`config.mk`:
```
export PLATFORM = sky130hd
export DESIGN_NAME = sprite_shape_pixel_generator_flat
export DESIGN_NICKNAME = d
export VERILOG_FILES = /design/src/design/sspg_pkg.sv /design/src/design/sspg_if.sv /design/src/design/sspg_premul.sv /design/src/design/sprite_shape_pixel_generator.sv /design/src/flat_wrapper.sv
export SDC_FILE = /design/constraint.sdc
export NUM_CORES = 1
export LEC_CHECK = 0
export BUFFER_PORTS_ARGS = -buffer_cell sky130_fd_sc_hd__buf_2
export CORE_MARGIN = 2
export CORE_UTILIZATION = 51
export DETAILED_ROUTE_END_ITERATION = 10
export PLACE_DENSITY = 0.7
export SETUP_SLACK_MARGIN = 0.5
export SLEW_MARGIN = 20
export SYNTH_ARGS = -nofsm -noshare
export SYNTH_HDL_FRONTEND = slang
export SYNTH_HIERARCHICAL = 1
export SYNTH_SLANG_ARGS = --single-unit
```
`constraint.sdc`:
```
create_clock -name i_clk -period 14.47 [get_ports i_clk]
set_clock_uncertainty 0.2 [all_clocks]
set_input_delay 1.447 -clock i_clk [delete_from_list [all_inputs] [get_ports i_clk]]
set_output_delay 1.447 -clock i_clk [all_outputs]
set_load 0.01 [all_outputs]
```
`src/design/sspg_pkg.sv`:
```
// ----------------------------------------------------------------------------
// Sprite shape pixel generator package
// Shared codes, widths and the elaboration-time shape mask builders.
// ----------------------------------------------------------------------------
`timescale 1ns / 1ps
`default_nettype none

package sspg_pkg;

    localparam int COORD_W   = 6;
    localparam int COORD_N   = 1 << COORD_W;
    localparam int LEVEL_W   = 8;
    localparam int WORD_W    = 32;
    localparam int CFG_IDX_W = 3;

    typedef enum logic [CFG_IDX_W-1:0] {
        CFG_SHAPE_MODE  = 3'd0,
        CFG_RED_LEVEL   = 3'd1,
        CFG_GREEN_LEVEL = 3'd2,
        CFG_BLUE_LEVEL  = 3'd3,
        CFG_PEAK_ALPHA  = 3'd4
    } t_cfg_idx;

    typedef enum logic [1:0] {
        MODE_DISC = 2'd0,
        MODE_STAR = 2'd1,
        MODE_BLOB = 2'd2
    } t_shape_mode;

    typedef struct packed {
        logic ld_mul;
        logic ld_out;
    } t_premul_ctl;

    // Star vertex directions in Q12; even vertices lie on the outer radius.
    localparam longint STAR_COS [10] = '{
        0, 2408, 3896, 3896, 2408, 0, -2408, -3896, -3896, -2408
    };
    localparam longint STAR_SIN [10] = '{
        -4096, -3314, -1266, 1266, 3314, 4096, 3314, 1266, -1266, -3314
    };

    // Blob ellipses in hundredths: center x, center y, radius x, radius y.
    localparam longint BLOB_ELL [4][4] = '{
        '{50, 82, 42, 18},
        '{50, 60, 33, 20},
        '{50, 40, 23, 18},
        '{55, 23, 12, 12}
    };

    function automatic logic f_star_hit(input int w, input int x, input int y);
        longint px;
        longint py;
        longint fi;
        longint fj;
        longint xi;
        longint yi;
        longint xj;
        longint yj;
        longint d;
        longint lhs;
        longint rhs;
        logic   in_poly;
        int     j;
        in_poly = 1'b0;
        j       = 9;
        px      = longint'(2 * x + 1 - w) * 64'sd4096000;
        py      = longint'(2 * y + 1 - w) * 64'sd4096000;
        for (int i = 0; i < 10; i++) begin
            fi = (i[0]) ? 64'sd361 : 64'sd950;
            fj = (j[0]) ? 64'sd361 : 64'sd950;
            xi = longint'(w) * fi * STAR_COS[i];
            yi = longint'(w) * fi * STAR_SIN[i];
            xj = longint'(w) * fj * STAR_COS[j];
            yj = longint'(w) * fj * STAR_SIN[j];
            if ((yi > py) != (yj > py)) begin
                d   = yj - yi;
                lhs = (px - xi) * d;
                rhs = (xj - xi) * (py - yi);
                if ((d > 0) ? (lhs < rhs) : (lhs > rhs)) begin
                    in_poly = !in_poly;
                end
            end
            j = i;
        end
        return in_poly;
    endfunction

    function automatic logic f_blob_hit(input int w, input int x, input int y);
        longint u;
        longint v;
        longint rx;
        longint ry;
        longint wl;
        logic   hit;
        hit = 1'b0;
        wl  = longint'(w);
        for (int k = 0; k < 4; k++) begin
            u  = 64'sd100 * longint'(2 * x + 1) - 2 * wl * BLOB_ELL[k][0];
            v  = 64'sd100 * longint'(2 * y + 1) - 2 * wl * BLOB_ELL[k][1];
            rx = BLOB_ELL[k][2];
            ry = BLOB_ELL[k][3];
            if (u * u * ry * ry + v * v * rx * rx <= 4 * wl * wl * rx * rx * ry * ry) begin
                hit = 1'b1;
            end
        end
        return hit;
    endfunction

    function automatic logic [COORD_N-1:0] f_star_row(input int w, input int y);
        logic [COORD_N-1:0] row;
        row = '0;
        for (int x = 0; x < COORD_N; x++) begin
            row[x] = (x < w && y < w) ? f_star_hit(w, x, y) : 1'b0;
        end
        return row;
    endfunction

    function automatic logic [COORD_N-1:0] f_blob_row(input int w, input int y);
        logic [COORD_N-1:0] row;
        row = '0;
        for (int x = 0; x < COORD_N; x++) begin
            row[x] = (x < w && y < w) ? f_blob_hit(w, x, y) : 1'b0;
        end
        return row;
    endfunction

    // Exact floor(p / 255) for p below 65280.
    function automatic logic [LEVEL_W-1:0] f_div255(input logic [2*LEVEL_W-1:0] p);
        logic [2*LEVEL_W:0] sum;
        sum = {1'b0, p} + {9'd0, p[2*LEVEL_W-1:LEVEL_W]} + 17'd1;
        return sum[2*LEVEL_W-1:LEVEL_W];
    endfunction

endpackage

`default_nettype wire

```
`src/design/sspg_if.sv`:
```
// ----------------------------------------------------------------------------
// Sprite shape pixel generator channels
// Valid/ready channels for pixel items, result items and register writes.
// ----------------------------------------------------------------------------
`timescale 1ns / 1ps
`default_nettype none

interface sspg_pix_if import sspg_pkg::*; ();
    logic               valid;
    logic               ready;
    logic [COORD_W-1:0] pixel_col;
    logic [COORD_W-1:0] pixel_row;

    modport source (output valid, pixel_col, pixel_row, input ready);
    modport sink   (input valid, pixel_col, pixel_row, output ready);
endinterface

interface sspg_res_if import sspg_pkg::*; ();
    logic              valid;
    logic              ready;
    logic [WORD_W-1:0] argb_word;
    logic              covered;

    modport source (output valid, argb_word, covered, input ready);
    modport sink   (input valid, argb_word, covered, output ready);
endinterface

interface sspg_cfg_if import sspg_pkg::*; ();
    logic                 valid;
    logic                 ready;
    logic [CFG_IDX_W-1:0] index;
    logic [LEVEL_W-1:0]   data;

    modport source (output valid, index, data, input ready);
    modport sink   (input valid, index, data, output ready);
endinterface

`default_nettype wire

```
`src/design/sspg_premul.sv`:
```
// ----------------------------------------------------------------------------
// Sprite shape pixel generator premultiply
// Two-stage alpha premultiply of the three color channels and word packing.
// ----------------------------------------------------------------------------
`timescale 1ns / 1ps
`default_nettype none

module sspg_premul import sspg_pkg::*; (
    input  wire                i_clk,
    input  t_premul_ctl        i_ctl,
    input  wire [LEVEL_W-1:0]  i_alpha,
    input  wire                i_cov,
    input  wire [LEVEL_W-1:0]  i_red_level,
    input  wire [LEVEL_W-1:0]  i_green_level,
    input  wire [LEVEL_W-1:0]  i_blue_level,
    output logic [WORD_W-1:0]  o_argb_word,
    output logic               o_covered
);

    logic [2*LEVEL_W-1:0] r_prod_r;
    logic [2*LEVEL_W-1:0] r_prod_g;
    logic [2*LEVEL_W-1:0] r_prod_b;
    logic [LEVEL_W-1:0]   r_alpha;
    logic                 r_cov;
    logic [WORD_W-1:0]    r_argb_word;
    logic                 r_covered;
    logic [WORD_W-1:0]    n_argb_word;

    always_comb begin
        n_argb_word = {r_alpha, f_div255(r_prod_r), f_div255(r_prod_g), f_div255(r_prod_b)};
    end

    always_ff @(posedge i_clk) begin
        if (i_ctl.ld_mul) begin
            r_prod_r <= i_red_level * i_alpha;
            r_prod_g <= i_green_level * i_alpha;
            r_prod_b <= i_blue_level * i_alpha;
            r_alpha  <= i_alpha;
            r_cov    <= i_cov;
        end
        if (i_ctl.ld_out) begin
            r_argb_word <= n_argb_word;
            r_covered   <= r_cov;
        end
    end

    assign o_argb_word = r_argb_word;
    assign o_covered   = r_covered;

endmodule

`default_nettype wire

```
`src/design/sprite_shape_pixel_generator.sv`:
```
// Each pixel item passes stages 1 to 5, then the premultiply and output registers of u_premul.
// Throughput: one item per clock unless o_res stalls; each of the seven stages is registered.
// A stalled output holds each stage that is full, and empty stages keep filling.
// Reset is synchronous and active low; it empties the pipeline and restores the
// register defaults. The shape masks are constant tables, so no clearing pass is needed.
// ----------------------------------------------------------------------------
// Sprite shape pixel generator
// Maps a sprite pixel coordinate to its premultiplied ARGB word for a radial
// disc, a five-point star or a stacked-ellipse blob.
// ----------------------------------------------------------------------------
`timescale 1ns / 1ps
`default_nettype none

module sprite_shape_pixel_generator import sspg_pkg::*; #(
    parameter int DISC_SIZE  = 10,
    parameter int SHAPE_SIZE = 30
) (
    input  wire        i_clk,
    input  wire        i_rst_n,
    sspg_pix_if.sink   i_pix,
    sspg_cfg_if.sink   i_cfg,
    sspg_res_if.source o_res
);

    localparam int     NN       = DISC_SIZE * DISC_SIZE;
    localparam int     NN_W     = $clog2(NN + 1);
    localparam int     P_W      = LEVEL_W + NN_W;
    localparam int     RECIP_SH = 32;
    localparam longint RECIP_L  = (64'sd1 <<< RECIP_SH) / NN;
    localparam int     S_W      = 15;
    localparam int     NSTG     = 7;

    localparam logic [RECIP_SH-1:0]  RECIP  = RECIP_L[RECIP_SH-1:0];
    localparam logic [NN_W-1:0]      NN_C   = NN_W'(NN);
    localparam logic signed [7:0]    DN_C   = 8'(DISC_SIZE);
    localparam logic [COORD_W:0]     DN_LIM = (COORD_W + 1)'(DISC_SIZE);

    // Configuration registers.
    t_shape_mode        r_shape_mode;
    logic [LEVEL_W-1:0] r_red_level;
    logic [LEVEL_W-1:0] r_green_level;
    logic [LEVEL_W-1:0] r_blue_level;
    logic [LEVEL_W-1:0] r_peak_alpha;

    assign i_cfg.ready = 1'b1;

    always_ff @(posedge i_clk) begin
        if (!i_rst_n) begin
            r_shape_mode  <= MODE_DISC;
            r_red_level   <= 8'd255;
            r_green_level <= 8'd255;
            r_blue_level  <= 8'd255;
            r_peak_alpha  <= 8'd70;
        end else if (i_cfg.valid) begin
            unique case (i_cfg.index)
                CFG_SHAPE_MODE:  r_shape_mode  <= t_shape_mode'(i_cfg.data[1:0]);
                CFG_RED_LEVEL:   r_red_level   <= i_cfg.data;
                CFG_GREEN_LEVEL: r_green_level <= i_cfg.data;
                CFG_BLUE_LEVEL:  r_blue_level  <= i_cfg.data;
                CFG_PEAK_ALPHA:  r_peak_alpha  <= i_cfg.data;
                default: begin
                end
            endcase
        end
    end

    // Shape mask rows, built at elaboration.
    logic [COORD_N-1:0] w_star_rom [COORD_N];
    logic [COORD_N-1:0] w_blob_rom [COORD_N];

    for (genvar gy = 0; gy < COORD_N; gy++) begin : g_rom
        localparam logic [COORD_N-1:0] STAR_ROW = f_star_row(SHAPE_SIZE, gy);
        localparam logic [COORD_N-1:0] BLOB_ROW = f_blob_row(SHAPE_SIZE, gy);
        assign w_star_rom[gy] = STAR_ROW;
        assign w_blob_rom[gy] = BLOB_ROW;
    end

    // Pipeline flow control.
    logic [NSTG:1] r_vld;
    logic [NSTG:1] w_en;
    logic          w_is_disc;

    always_comb begin
        w_en[NSTG] = !r_vld[NSTG] || o_res.ready;
        for (int k = NSTG - 1; k >= 1; k--) begin
            w_en[k] = !r_vld[k] || w_en[k+1];
        end
    end

    assign i_pix.ready = w_en[1];
    assign w_is_disc   = (r_shape_mode != MODE_STAR) && (r_shape_mode != MODE_BLOB);

    always_ff @(posedge i_clk) begin
        if (!i_rst_n) begin
            r_vld <= '0;
        end else begin
            if (w_en[1]) begin
                r_vld[1] <= i_pix.valid;
            end
            for (int k = 2; k <= NSTG; k++) begin
                if (w_en[k]) begin
                    r_vld[k] <= r_vld[k-1];
                end
            end
        end
    end

    // Stage 1: coordinate capture.
    logic [COORD_W-1:0] r_s1_col;
    logic [COORD_W-1:0] r_s1_row;

    always_ff @(posedge i_clk) begin
        if (w_en[1]) begin
            r_s1_col <= i_pix.pixel_col;
            r_s1_row <= i_pix.pixel_row;
        end
    end

    // Stage 2: disc radius and mask row lookup.
    logic signed [7:0]  w_dx;
    logic signed [7:0]  w_dy;
    logic signed [15:0] w_dx_sq;
    logic signed [15:0] w_dy_sq;
    logic [S_W-1:0]     n_s2_s;
    logic               n_s2_in_disc;
    logic [COORD_N-1:0] n_s2_mask;
    logic [COORD_W-1:0] r_s2_col;
    logic [S_W-1:0]     r_s2_s;
    logic               r_s2_in_disc;
    logic [COORD_N-1:0] r_s2_mask;

    always_comb begin
        w_dx         = signed'({1'b0, r_s1_col, 1'b1}) - DN_C;
        w_dy         = signed'({1'b0, r_s1_row, 1'b1}) - DN_C;
        w_dx_sq      = w_dx * w_dx;
        w_dy_sq      = w_dy * w_dy;
        n_s2_s       = w_dx_sq[S_W-1:0] + w_dy_sq[S_W-1:0];
        n_s2_in_disc = ({1'b0, r_s1_col} < DN_LIM) && ({1'b0, r_s1_row} < DN_LIM);
        unique case (r_shape_mode)
            MODE_STAR: n_s2_mask = w_star_rom[r_s1_row];
            MODE_BLOB: n_s2_mask = w_blob_rom[r_s1_row];
            default:   n_s2_mask = '0;
        endcase
    end

    always_ff @(posedge i_clk) begin
        if (w_en[2]) begin
            r_s2_col     <= r_s1_col;
            r_s2_s       <= n_s2_s;
            r_s2_in_disc <= n_s2_in_disc;
            r_s2_mask    <= n_s2_mask;
        end
    end

    // Stage 3: coverage and scaled disc falloff.
    logic            w_disc_cov;
    logic [NN_W-1:0] w_diff;
    logic [P_W-1:0]  n_s3_p;
    logic            n_s3_cov;
    logic [P_W-1:0]  r_s3_p;
    logic            r_s3_cov;

    always_comb begin
        w_disc_cov = r_s2_in_disc && (r_s2_s <= S_W'(NN));
        w_diff     = NN_C - r_s2_s[NN_W-1:0];
        n_s3_p     = w_disc_cov ? (r_peak_alpha * w_diff) : '0;
        n_s3_cov   = w_is_disc ? w_disc_cov : r_s2_mask[r_s2_col];
    end

    always_ff @(posedge i_clk) begin
        if (w_en[3]) begin
            r_s3_p   <= n_s3_p;
            r_s3_cov <= n_s3_cov;
        end
    end

    // Stage 4: quotient estimate by reciprocal multiply.
    logic [P_W+RECIP_SH-1:0] w_q_prod;
    logic [LEVEL_W-1:0]      n_s4_q;
    logic [P_W-1:0]          r_s4_p;
    logic [LEVEL_W-1:0]      r_s4_q;
    logic                    r_s4_cov;

    always_comb begin
        w_q_prod = r_s3_p * RECIP;
        n_s4_q   = w_q_prod[RECIP_SH +: LEVEL_W];
    end

    always_ff @(posedge i_clk) begin
        if (w_en[4]) begin
            r_s4_p   <= r_s3_p;
            r_s4_q   <= n_s4_q;
            r_s4_cov <= r_s3_cov;
        end
    end

    // Stage 5: quotient correction and alpha selection.
    logic [P_W-1:0]     w_qd;
    logic [P_W-1:0]     w_rem;
    logic [LEVEL_W-1:0] w_disc_alpha;
    logic [LEVEL_W-1:0] n_s5_alpha;
    logic [LEVEL_W-1:0] r_s5_alpha;
    logic               r_s5_cov;

    always_comb begin
        w_qd         = r_s4_q * NN_C;
        w_rem        = r_s4_p - w_qd;
        w_disc_alpha = (w_rem >= P_W'(NN)) ? (r_s4_q + 8'd1) : r_s4_q;
        if (!r_s4_cov) begin
            n_s5_alpha = '0;
        end else if (w_is_disc) begin
            n_s5_alpha = w_disc_alpha;
        end else begin
            n_s5_alpha = r_peak_alpha;
        end
    end

    always_ff @(posedge i_clk) begin
        if (w_en[5]) begin
            r_s5_alpha <= n_s5_alpha;
            r_s5_cov   <= r_s4_cov;
        end
    end

    // Stages 6 and 7: premultiply and output register.
    t_premul_ctl w_pm_ctl;

    assign w_pm_ctl.ld_mul = w_en[6];
    assign w_pm_ctl.ld_out = w_en[7];

    sspg_premul u_premul (
        .i_clk         (i_clk),
        .i_ctl         (w_pm_ctl),
        .i_alpha       (r_s5_alpha),
        .i_cov         (r_s5_cov),
        .i_red_level   (r_red_level),
        .i_green_level (r_green_level),
        .i_blue_level  (r_blue_level),
        .o_argb_word   (o_res.argb_word),
        .o_covered     (o_res.covered)
    );

    assign o_res.valid = r_vld[NSTG];

endmodule

`default_nettype wire

```
`src/flat_wrapper.sv`:
```
// flat-port wrapper written by rule: the top's interface ports become plain ports
module sprite_shape_pixel_generator_flat import sspg_pkg::*;
#(
    parameter int DISC_SIZE  = 10,
    parameter int SHAPE_SIZE = 30
)
  (i_clk, i_rst_n, i_pix_valid, i_pix_pixel_col, i_pix_pixel_row, i_pix_ready, i_cfg_valid, i_cfg_index, i_cfg_data, i_cfg_ready, o_res_valid, o_res_argb_word, o_res_covered, o_res_ready);
  sspg_pix_if i_pix_i ();
  sspg_cfg_if i_cfg_i ();
  sspg_res_if o_res_i ();
  input  wire i_clk;
  input  wire i_rst_n;
  input wire logic [$bits(i_pix_i.valid)-1:0] i_pix_valid;
  input wire logic [$bits(i_pix_i.pixel_col)-1:0] i_pix_pixel_col;
  input wire logic [$bits(i_pix_i.pixel_row)-1:0] i_pix_pixel_row;
  output wire logic [$bits(i_pix_i.ready)-1:0] i_pix_ready;
  input wire logic [$bits(i_cfg_i.valid)-1:0] i_cfg_valid;
  input wire logic [$bits(i_cfg_i.index)-1:0] i_cfg_index;
  input wire logic [$bits(i_cfg_i.data)-1:0] i_cfg_data;
  output wire logic [$bits(i_cfg_i.ready)-1:0] i_cfg_ready;
  output wire logic [$bits(o_res_i.valid)-1:0] o_res_valid;
  output wire logic [$bits(o_res_i.argb_word)-1:0] o_res_argb_word;
  output wire logic [$bits(o_res_i.covered)-1:0] o_res_covered;
  input wire logic [$bits(o_res_i.ready)-1:0] o_res_ready;
  assign i_pix_i.valid = i_pix_valid;
  assign i_pix_i.pixel_col = i_pix_pixel_col;
  assign i_pix_i.pixel_row = i_pix_pixel_row;
  assign i_pix_ready = i_pix_i.ready;
  assign i_cfg_i.valid = i_cfg_valid;
  assign i_cfg_i.index = i_cfg_index;
  assign i_cfg_i.data = i_cfg_data;
  assign i_cfg_ready = i_cfg_i.ready;
  assign o_res_valid = o_res_i.valid;
  assign o_res_argb_word = o_res_i.argb_word;
  assign o_res_covered = o_res_i.covered;
  assign o_res_i.ready = o_res_ready;
  sprite_shape_pixel_generator #(.DISC_SIZE(DISC_SIZE), .SHAPE_SIZE(SHAPE_SIZE)) u_core (.i_clk(i_clk), .i_rst_n(i_rst_n), .i_pix(i_pix_i), .i_cfg(i_cfg_i), .o_res(o_res_i));
endmodule
```
==> results.yml <==
clock_tree:
  ctsLongestPathBuffers: 3
  path_clk_slew_ps: 60
  cts_buffers: 26
  tritoncts: "built"
  clock-sinks: 227
  htree_num_levels: 1
  cts_resized: 0
  post_cts_buffers: 0
  insertion_delay_ps: 550
  hold_buffers: 0
  root_buffer: "clkbuf_16"
sta:
  max_slew.worst_pin.slew_ps: 976.8
  period_minus_slack_ps: 7498
  hold_violations: 0
  slew_violations: 0
  setup_ws_ps: 6972
  fin_crit_sh_pct: 51.82
  slew_headroom_pct: 34.88
  setup_viol: 0
  setup_tns_ps: 0
  fmax_mhz: 133.4
  rsz0062_at_grt: "false"
die:
  initial_core_util_pct: 51.65
  rows: 83
  pin_count: 64
  die_y_um: 231.9
  dieArea_mm2: 0.05379
  die_x_um: 231.9
  core-area_mm2: 0.05130
grt:
  grt_overflow: 0
  antenna_found_initial: 0
  grt_use_total_pct: 20.65
  grt_max_degree: 58
  grt_pass1_wl_um: 90270
  grt_pass1_vias: 18550
power_and_ir_drop:
  p_leak_nw: 15.01
  ir_worst_vdd_uv: 344.8
  power_density_mw_per_mm2: 122.0
final_layout:
  instances_no_fill: 3316
  layout-drive-gt1-share_pct: 5.577
  syn2layout_area_growth_pct: 7.244
  nNetsFinal: 3362
  nFillCells: 4503
  antennaDiodeCount: 0
  fin_area_mm2: 0.02842
logic_synthesis:
  yosysTopAreaCellShare_pct: 24.33
  synth_common_cells: "inv_1, ha_1, fa_1, and2_1, nand2_1"
  ys_seq_area_share_pct: 24.18
  ys_types: 82
  yosysMostFrequentCell: "inv_1"
  ys_async_sr_fraction_pct: 0
  ys_ff_latch: 227
  synth_area_leader_cell: "fa_1"
  synth-main-ff-cell: "edfxtp_1"
  netlist_area_mm2: 0.02650
  syn_area_per_cell_um2: 10.32
  yosysWarnings: 6
  synth_area_leaders: "fa_1, edfxtp_1, ha_1"
  synth_cells: 2567
  synth-edff-count: 186
setup_path:
  cpMostUsedCell: "inv_1"
  worstPathArrival_ps: 7550
  max_stage_delay_ps: 590
  worstPathCellList: "inv_1 > ha_1 > nor2b_1 > nor4_2 > inv_1 > nor2_1 > inv_1 > fa_1 > inv_1 > fa_1 > inv_1 > fa_1 > fa_1 > fa_1 > fa_1 > inv_1 > ha_1 > inv_1 > nor3_1 > a2111oi_0 > o311ai_0"
  start_kind: "flop"
  cp_max_fo: 12
  rrSetupSlack_ps: 6970
  cp_data_required_time_ps: 14530
  slowest_stage: "fa_1"
  crit_type: "flop to flop"
  endpoint_kind: "flop"
detailed_routing:
  drc: 0
  vias: 17710
  ant_nets: 0
  first_pass_iters: 5
  wirelength_um: 53510
  vias_per_cell: 5.340
  drtIter0Drc: 956
  wl_per_cell_um: 16.14
place:
  dp_cells: 3268
  place_area_mm2: 0.02751
  numPortBuffers: 62
  pre_cts_ws_ps: 6599
  dp_hpwl_um: 43280
  place.gp.congestion: 0.9310
status:
  status: "finished clean"
hold_path:
  hp-class: "flop to flop"
job:
  maxCapViolCount: 0
-- through the flow --
| step | utilization (%) | power (mW) | hold slack [ps] |
|---|---|---|---|
| 2_1_floorplan | - | 2.452 | 200.3 |
| 3_3_place_gp | 53.62 | 2.746 | 201.8 |
| 3_5_place_dp | 53.62 | 2.804 | 205.6 |
| 4_1_cts | 55.38 | 3.516 | 220.3 |
| 5_1_grt | 55.39 | 3.855 | 221.9 |
| 6_report | 55.39 | 3.468 | 217.5 |
-- worst max-delay path: cells and delay by family (launching register included) --
family / cells / cell delay, ps
AO/OA/AOI/OAI: 2 / 640
adder cells (fa/ha/maj): 8 / 3690
buffers and inverters: 7 / 1090
flip-flops: 1 / 550
AND/OR/NAND/NOR: 4 / 1040
-- sequential cells by signal (all words and copies together), names as in the netlist, 13 cells and up --
register	flops
u_core/r_s4_p	13
u_core/r_s2_mask	18
u_core/r_s3_p	14
u_core/u_premul/r_prod_r	16
u_core/u_premul/r_prod_b	16
u_core/u_premul/o_argb_word	32
u_core/u_premul/r_prod_g	16
u_core/r_s2_s	13
-- metal layers --
metal	vias to the layer above	share of wire, %	global-route usage [%]
li1	8503	-	-
met1	8736	43	26.74
met3	98	4.0	2.296
met4	0	2.7	6.370
met2	372	50	36.27
met5	-	0	0
-- where the power goes --
group,internal [mW],switching (mW),total (mW)
Sequential,0.817,0.0274,0.844
Clock,0.419,0.271,0.690
Combinational,0.880,1.05,1.93
-- layout by cell type, fill, tap and decap left out, drive strengths merged, types with 62 or more instances in the layout --
| master | instances |
|---|---|
| o21ai | 62 |
| nor2 | 91 |
| fa | 322 |
| buf | 66 |
| nand2 | 187 |
| xnor2 | 95 |
| a21oi | 84 |
| and2 | 194 |
| inv | 485 |
| edfxtp | 186 |
| ha | 396 |
-- kinds of logic (layout without fill, tap and decap cells) --
group | Yosys count | after routing | share of synthesized area (%)
AOI/OAI and AO/OA | 295 | 295 | 7.409
xor gates and xnor gates | 128 | 128 | 4.231
adders and majority gates | 718 | 718 | 43.03
buffers and inverters | 530 | 597 | 7.555
DFF | 227 | 227 | 24.18
muxes | 18 | 18 | 0.9775
other | 2 | 4 | 0.02834
and+or+nand+nor | 649 | 649 | 12.59
-- worst paths after layout --
check                             startpoint                               to  cells after the start
setup / recovery          u_core/r_s1_col[0]                u_core/r_s2_s[13]                     21
hold / removal    u_core/u_premul/r_alpha[5]  u_core/u_premul/o_argb_word[29]                      0
setup reg to reg          u_core/r_s1_col[0]                u_core/r_s2_s[13]                     21
hold reg to reg   u_core/u_premul/r_alpha[5]  u_core/u_premul/o_argb_word[29]                      0
-- layout make-up --
| cell class | count | area [µm²] | share of cell area (%) |
|---|---|---|---|
| clock inverter | 16 | 196.4 | 0.6913 |
| tap | 680 | 850.8 | 2.994 |
| multi-input combinational | 1812 | 18100 | 63.71 |
| inverter | 483 | 1813 | 6.380 |
| clock buffer | 32 | 704.4 | 2.479 |
| timing repair buffer | 66 | 340.3 | 1.198 |
| sequential | 227 | 6406 | 22.54 |
Power figures use the tool's default switching activity.
